<file path="src/sv/positional_ordered_list_top_assert.svh">
// Assertion macros for the positional list block.
// Each macro expects clk and arst_n in the scope where it is used.
`ifndef POSITIONAL_ORDERED_LIST_TOP_ASSERT_SVH
`define POSITIONAL_ORDERED_LIST_TOP_ASSERT_SVH

// same-cycle implication
`define POL_ASSERT_NOW(lbl, ante, cons, msg) \
	lbl: assert property (@(posedge clk) disable iff (!arst_n) (ante) |-> (cons)) \
		else $error(msg);

// next-cycle implication
`define POL_ASSERT_NEXT(lbl, ante, cons, msg) \
	lbl: assert property (@(posedge clk) disable iff (!arst_n) (ante) |=> (cons)) \
		else $error(msg);

`endif

</file>
<file path="src/sv/pol_pkg.sv">
package pol_pkg;

	localparam int unsigned PosW = 5;
	localparam int unsigned ValW = 32;
	localparam int unsigned LenW = 5;

	typedef enum logic [1:0] {
		OP_INSERT = 2'd0,
		OP_REMOVE = 2'd1,
		OP_QUERY  = 2'd2
	} op_t;

	typedef enum logic [1:0] {
		ST_OK    = 2'd0,
		ST_FULL  = 2'd1,
		ST_RANGE = 2'd2
	} status_t;

	// per-cycle command broadcast to every cell
	typedef enum logic [1:0] {
		CELL_HOLD  = 2'd0,
		CELL_UP    = 2'd1,
		CELL_DOWN  = 2'd2
	} cell_op_t;

	typedef struct packed {
		logic [1:0]             operation;
		logic [PosW-1:0]        position;
		logic signed [ValW-1:0] value_in;
	} in_item_t;

	typedef struct packed {
		logic signed [ValW-1:0] value_out;
		logic [LenW-1:0]        length;
		logic [1:0]             status;
	} out_item_t;

	typedef struct packed {
		cell_op_t               op;
		logic [PosW-1:0]        pos;
		logic signed [ValW-1:0] value;
	} cell_cmd_t;

endpackage

</file>
<file path="src/sv/positional_ordered_list_top.sv">
// Channel   Handshake          Payload                     Direction
// -------   ----------------   -------------------------   ---------
// command   start / busy       cmd    (pol_pkg::in_item_t)  in
// result    done (strobe)      result (pol_pkg::out_item_t) out
//
// An item is accepted when start is high and busy is low, and its result
// shows on result with done high in the next cycle. busy stays low, so one
// item may be accepted on every edge; on insert or remove the row of cells
// moves the entries from the addressed position on one place in that same edge.
// Reset (arst_n low) empties the list; entry contents are not cleared.
// The receiver cannot stall: each result is valid for exactly one cycle.
`include "positional_ordered_list_top_assert.svh"

module positional_ordered_list_top #(
	parameter int unsigned DEPTH = 16
) (
	input  logic                clk,
	input  logic                arst_n,
	input  logic                start,
	output logic                busy,
	input  pol_pkg::in_item_t   cmd,
	output logic                done,
	output pol_pkg::out_item_t  result
);

	localparam int unsigned CntW = $clog2(DEPTH + 1);
	localparam int unsigned CmpW = ((CntW > pol_pkg::PosW) ? CntW : pol_pkg::PosW) + 1;

	logic [CntW-1:0]  count_q;
	logic [CntW-1:0]  count_nxt;
	logic             done_q;
	pol_pkg::out_item_t result_q;
	pol_pkg::out_item_t result_nxt;
	pol_pkg::cell_cmd_t cell_cmd;

	logic             accept;
	logic             full;
	logic             pos_nz;
	logic             ins_ok;
	logic             rd_ok;
	logic [CmpW-1:0]  pos_x;
	logic [CmpW-1:0]  cnt_x;
	logic signed [pol_pkg::ValW-1:0] rd_bus;

	logic signed [pol_pkg::ValW-1:0] cell_data [DEPTH];
	logic signed [pol_pkg::ValW-1:0] cell_rd   [DEPTH];

	// Every item is handled without a stall, so the command side never waits.
	assign busy   = 1'b0;
	assign accept = start && !busy;

	// Range checks: insert may land at 1..count+1, remove/query at 1..count.
	assign full   = (count_q == CntW'(DEPTH));
	assign pos_x  = CmpW'(cmd.position);
	assign cnt_x  = CmpW'(count_q);
	assign pos_nz = (cmd.position != '0);
	assign ins_ok = !full && pos_nz && (pos_x <= cnt_x + 1'b1);
	assign rd_ok  = pos_nz && (pos_x <= cnt_x);

	// Read bus: only the addressed cell drives nonzero data, so OR them.
	always_comb begin
		rd_bus = '0;
		for (int i = 0; i < DEPTH; i++) begin
			rd_bus = rd_bus | cell_rd[i];
		end
	end

	// Decode the item into a broadcast cell command and the result word.
	always_comb begin
		cell_cmd.op    = pol_pkg::CELL_HOLD;
		cell_cmd.pos   = cmd.position;
		cell_cmd.value = cmd.value_in;
		count_nxt      = count_q;
		result_nxt.value_out = '0;
		result_nxt.status    = pol_pkg::ST_OK;
		case (cmd.operation)
			pol_pkg::OP_INSERT: begin
				if (full) begin
					result_nxt.status = pol_pkg::ST_FULL;
				end else if (!ins_ok) begin
					result_nxt.status = pol_pkg::ST_RANGE;
				end else begin
					cell_cmd.op = pol_pkg::CELL_UP;
					count_nxt   = count_q + 1'b1;
				end
			end
			pol_pkg::OP_REMOVE: begin
				if (!rd_ok) begin
					result_nxt.status = pol_pkg::ST_RANGE;
				end else begin
					cell_cmd.op          = pol_pkg::CELL_DOWN;
					result_nxt.value_out = rd_bus;
					count_nxt            = count_q - 1'b1;
				end
			end
			pol_pkg::OP_QUERY: begin
				if (!rd_ok) begin
					result_nxt.status = pol_pkg::ST_RANGE;
				end else begin
					result_nxt.value_out = rd_bus;
				end
			end
			default: begin
				// unused code: drop the item, report out of range
				result_nxt.status = pol_pkg::ST_RANGE;
			end
		endcase
		// length is the count masked to the field width
		result_nxt.length = pol_pkg::LenW'(count_nxt);
		if (!accept) begin
			cell_cmd.op = pol_pkg::CELL_HOLD;
			count_nxt   = count_q;
		end
	end

	// Row of cells: cell i holds position i+1; on insert the addressed cell takes the new value
	// and cells past it take from left, on remove cells from the addressed one on take from right.
	for (genvar g = 0; g < DEPTH; g++) begin : g_cell
		pol_cell #(
			.IDX (g)
		) u_cell (
			.clk   (clk),
			.cmd   (cell_cmd),
			.left  (cell_data[(g == 0) ? 0 : g - 1]),
			.right (cell_data[(g == DEPTH - 1) ? g : g + 1]),
			.data  (cell_data[g]),
			.rd    (cell_rd[g])
		);
	end

	// Hold count and the done strobe; count moves on each accepted insert or remove that is in range.
	always_ff @(posedge clk or negedge arst_n) begin
		if (!arst_n) begin
			count_q <= '0;
			done_q  <= 1'b0;
		end else begin
			count_q <= count_nxt;
			done_q  <= accept;
		end
	end

	// Result payload register, no reset needed.
	always_ff @(posedge clk) begin
		if (accept) begin
			result_q <= result_nxt;
		end
	end

	assign done   = done_q;
	assign result = result_q;

	`POL_ASSERT_NOW(a_count_bound, 1'b1, count_q <= CntW'(DEPTH), "count exceeds depth")
	`POL_ASSERT_NEXT(a_done_follows, accept, done, "accepted item gave no result")
	`POL_ASSERT_NEXT(a_no_spurious, !accept, !done, "result without an item")
	`POL_ASSERT_NOW(a_fail_zero, done && (result.status != pol_pkg::ST_OK), result.value_out == '0, "failed item returned data")
	`POL_ASSERT_NEXT(a_ins_count, accept && (cmd.operation == pol_pkg::OP_INSERT) && ins_ok, count_q == $past(count_q) + 1'b1, "insert did not grow the list")

endmodule

</file>
<file path="src/sv/pol_cell.sv">
module pol_cell #(
	parameter int unsigned IDX = 0
) (
	input  logic                                 clk,
	input  pol_pkg::cell_cmd_t                   cmd,
	input  logic signed [pol_pkg::ValW-1:0]      left,
	input  logic signed [pol_pkg::ValW-1:0]      right,
	output logic signed [pol_pkg::ValW-1:0]      data,
	output logic signed [pol_pkg::ValW-1:0]      rd
);

	logic signed [pol_pkg::ValW-1:0] data_q;
	logic signed [pol_pkg::ValW-1:0] nxt;
	logic                            load;
	logic                            at_pos;
	logic                            below_me;

	// this cell holds 1-based position IDX+1
	assign at_pos   = (32'(cmd.pos) == 32'(IDX + 1));
	assign below_me = (32'(cmd.pos) <  32'(IDX + 1));

	always_comb begin
		nxt  = data_q;
		load = 1'b0;
		case (cmd.op)
			pol_pkg::CELL_UP: begin
				if (at_pos) begin
					nxt  = cmd.value;
					load = 1'b1;
				end else if (below_me) begin
					nxt  = left;
					load = 1'b1;
				end
			end
			pol_pkg::CELL_DOWN: begin
				if (at_pos || below_me) begin
					nxt  = right;
					load = 1'b1;
				end
			end
			default: begin
				load = 1'b0;
			end
		endcase
	end

	always_ff @(posedge clk) begin
		if (load) begin
			data_q <= nxt;
		end
	end

	assign data = data_q;
	// drive the shared read bus only when addressed
	assign rd   = at_pos ? data_q : '0;

endmodule

</file>
<file path="config.mk">
export PLATFORM = sky130hd
export DESIGN_NAME = positional_ordered_list_top
export DESIGN_NICKNAME = d
export VERILOG_FILES = /design/src/sv/pol_pkg.sv /design/src/sv/positional_ordered_list_top.sv /design/src/sv/pol_cell.sv
export VERILOG_INCLUDE_DIRS = /design/src /design/src/sv
export SDC_FILE = /design/constraint.sdc
export NUM_CORES = 1
export LEC_CHECK = 0
export BUFFER_PORTS_ARGS = -buffer_cell sky130_fd_sc_hd__buf_2
export CORE_MARGIN = 1
export CORE_UTILIZATION = 55
export CTS_BUF_LIST = sky130_fd_sc_hd__clkbuf_2 sky130_fd_sc_hd__clkbuf_4 sky130_fd_sc_hd__clkbuf_8
export DETAILED_ROUTE_END_ITERATION = 7
export PLACE_DENSITY = 0.72
export RECOVER_POWER = 25
export SYNTH_ARGS = -nofsm -noshare
export SYNTH_HDL_FRONTEND = slang
export SYNTH_SLANG_ARGS = --single-unit
</file>
<file path="constraint.sdc">
create_clock -name clk -period 11.8 [get_ports clk]
set_clock_uncertainty 0.05 [all_clocks]
set_input_delay 0.59 -clock clk [delete_from_list [all_inputs] [get_ports clk]]
set_output_delay 0.59 -clock clk [all_outputs]
set_load 0.01 [all_outputs]
</file>
==> flow_summary.json <==
{
  "coreArea_um2": 55200,
  "wl_per_cell_um": 25.0,
  "postPlaceCellArea_um2": 31600,
  "path_clk_slew_ns": 0.07,
  "fin_crit_sh": 0.628,
  "via_per_inst": 6.53,
  "drc": 0,
  "worst_ep_arrival_time_ns": 7.82,
  "grt_usage": 0.322,
  "die_area_um2": 56900,
  "status": "finished, violations left",
  "power.density_nw_per_um2": 135,
  "fin_crit_ns": 7.42,
  "reg2reg_slack_ns": 4.46,
  "start_util": 0.557,
  "place_hpwl_mm": 48.2,
  "cts_buffer_depth": 3,
  "cts_made_buffers": 92,
  "drtAntennaViolNets": 0,
  "area_delta_synth_final_pct": 8.12,
  "antenna_found_initial": 10,
  "violations": "capacitance limit, slew limit",
  "setup_tns_ns": 0,
  "clk_latency_ns": 0.71,
  "hold_violations": 0,
  "whs_ns": 0.267,
  "ys_top_cells_by_area": "edfxtp_1 54%, mux2i_1 15%, nand2_1 8.3%, o21ai_0 7.4%, a22oi_1 6.2%",
  "grt_max_degree": 297,
  "hold_depth": 3,
  "clkPwrFrac": 0.371,
  "vdd_ir_drop_max_v": 0.0000801,
  "r2r_end": "g_cell[11].u_cell.data[0]",
  "power.total_mw": 4.48,
  "synth_nets": 2955,
  "synth_simple_gate_area_frac": 0.108,
  "swShare": 0.269,
  "fin_area_um2": 33300,
  "vias": 24100,
  "synthMuxAreaShare": 0.158,
  "cts_resized": 0,
  "cp_max_fo": 40,
  "internal_power_mw": 3.27,
  "synth-compound-area-share": 0.146,
  "synth.most_common_cell": "nand2_1",
  "worst_pin_slew_ns": 4.03,
  "grt_pass1_wl_mm": 138,
  "final_max_slew_viol_count": 398,
  "gr-total-overflow": 0,
  "cts_tree": "done",
  "p_seq_frac": 0.508,
  "cts_sinks": 557,
  "min_from": "cmd[38]",
  "fp.dieW_um": 238,
  "critPathLaunchType": "input port",
  "synth_edf_count": 551,
  "numPortBuffers": 81,
  "synth_top_family_by_area": "multiplexers",
  "grt_pass1_vias": 22500,
  "rows": 86,
  "synth_warnings": 0,
  "final_nets": 2927,
  "dr.pass1.iters": 6,
  "yosysTopAreaCellShare": 0.538,
  "synthFlopType": "edfxtp_1",
  "drt_iter0_markers": 3264,
  "worstReg2RegStart": "count_q[0]",
  "cts-root-buf": "clkbuf_8",
  "fmax_mhz": 135,
  "synthTopCellsByCount": "683 x nand2_1, 551 x edfxtp_1, 457 x o21ai_0, 448 x mux2i_1, 256 x a22oi_1",
  "avgSynthCellArea_um2": 10.6,
  "hold_class": "in -> reg",
  "setup_violations": 0,
  "final_util": 0.602,
  "yosys.area.top_type": "edfxtp_1",
  "min_delay_worst_endpoint": "result[1]",
  "synthArstFlopShare": 0.0108,
  "ctsHtreeMaxLevel": 3,
  "ff2ff_path_depth": 17,
  "combPwrFrac": 0.121,
  "worst_setup_path_end_kind": "flip-flop",
  "die_h_um": 238,
  "relSlewSlack": -1.69,
  "seq_area_frac_synth": 0.543,
  "rsz0062_at_grt": "no",
  "leakage_nw": 10.1,
  "pin_count": 83,
  "gp_congestion": 0.863,
  "synth_fa_ha_area_frac": 0.00732,
  "ys_seq_elements": 557,
  "synth_area_um2": 30800,
  "maxCapViolations": 10,
  "p_switching_mw": 1.21,
  "worst-setup-path-type": "in -> reg",
  "routed_wl_mm": 92.1,
  "required_ns": 12.20,
  "synthXorXnorAreaFrac": 0.000854,
  "synth_cells": 2895,
  "synth_cell_type_count": 51,
  "final_layout_size_suffix_gt1_frac": 0.0991
}
==> sequential cells by signal, summed over array words and instances, names as in the netlist <==
register            cells
count_q                 5
result                 39
done                    1
g_cell.u_cell.data    512
==> area by class of cell <==
type / instances / area [um^2]
Tap cell: 748 / 936
Clock inverter: 34 / 156
Fill cell: 4517 / 21900
Clock buffer: 128 / 1570
Sequential cell: 557 / 16700
Inverter: 15 / 56.3
Multi-Input combinational cell: 2071 / 13100
Timing Repair Buffer: 130 / 717
Antenna cell: 6 / 15.0
==> power groups by stage <==
stage	Sequential [mW]	Combinational (mW)	Clock, mW
after floorplan	2.31	0.371	0
after global placement	2.31	0.517	0
after detailed placement	2.31	0.533	0
after CTS	2.27	0.534	1.68
after global routing	2.28	0.594	1.76
final	2.28	0.540	1.66
==> through the flow <==
| step | setup WS, ns | std cells |
|---|---|---|
| 6_report | 4.38 | 3689 |
| 4_1_cts | 5.83 | 3683 |
| 3_3_place_gp | 5.88 | 3520 |
| 3_5_place_dp | 5.86 | 3520 |
| 2_1_floorplan | 3.04 | 2895 |
| 5_1_grt | 4.05 | 3689 |
==> critical path: stages <==
cell and delay, ns:
clkbuf_1 0.66, or3b_2 0.60, nor2_1 2.53, clkbuf_1 2.53, a22oi_1 0.37, nand2_1 0.16
nor4_1 0.07, nor2_1 0.29
==> cell families (layout without fill, tap and decap cells) <==
family	Yosys count	count (layout)
muxes	481	481
xor gates and xnor gates	3	3
adders and majority gates	18	18
AOI/OAI and AO/OA	752	752
other	1	7
and+or+nand+nor	816	816
DFF	557	557
buffers and inverters	267	307
==> layout by cell type, fill, tap and decap left out, drive strengths merged, types with 17 or more instances in the layout <==
| cell | count |
|---|---|
| nand2 | 684 |
| edfxtp | 551 |
| o21ai | 457 |
| mux2i | 448 |
| a22oi | 256 |
| clkbuf | 179 |
| buf | 78 |
| nor2 | 61 |
| nor4 | 33 |
| mux2 | 33 |
| clkinv | 30 |
| ha | 18 |
| inv | 17 |
==> timing repair <==
action,in CTS,in global routing
hold buffers,1,0
hold endpoints to repair,6,0
setup buffers,0,0
endpoints found under the setup margin,0,0
==> routing by layer <==
metal,wire length [um],vias up,track usage,share of wire
met5,34,-,0,0.00037
li1,-,10700,-,-
met3,11200,274,0.0668,0.12
met1,36400,11600,0.449,0.39
met4,3940,6,0.150,0.043
met2,40600,1541,0.482,0.44
==> worst max path at each step <==
| stage | slack (ns) | end | start | depth (start not counted) |
|---|---|---|---|---|
| 6_report | 4.38 | result[38] | cmd[33] | 8 |
| 2_1_floorplan | 3.04 | g_cell[0].u_cell.data[0] | count_q[0] | 14 |
| 3_5_place_dp | 5.86 | g_cell[0].u_cell.data[19] | count_q[0] | 14 |
| 3_3_place_gp | 5.88 | g_cell[0].u_cell.data[21] | count_q[0] | 14 |
| 5_1_grt | 4.05 | g_cell[0].u_cell.data[17] | count_q[0] | 14 |
| 4_1_cts | 5.83 | g_cell[0].u_cell.data[19] | count_q[0] | 14 |
No activity file was read; power rests on OpenSTA's default activity.
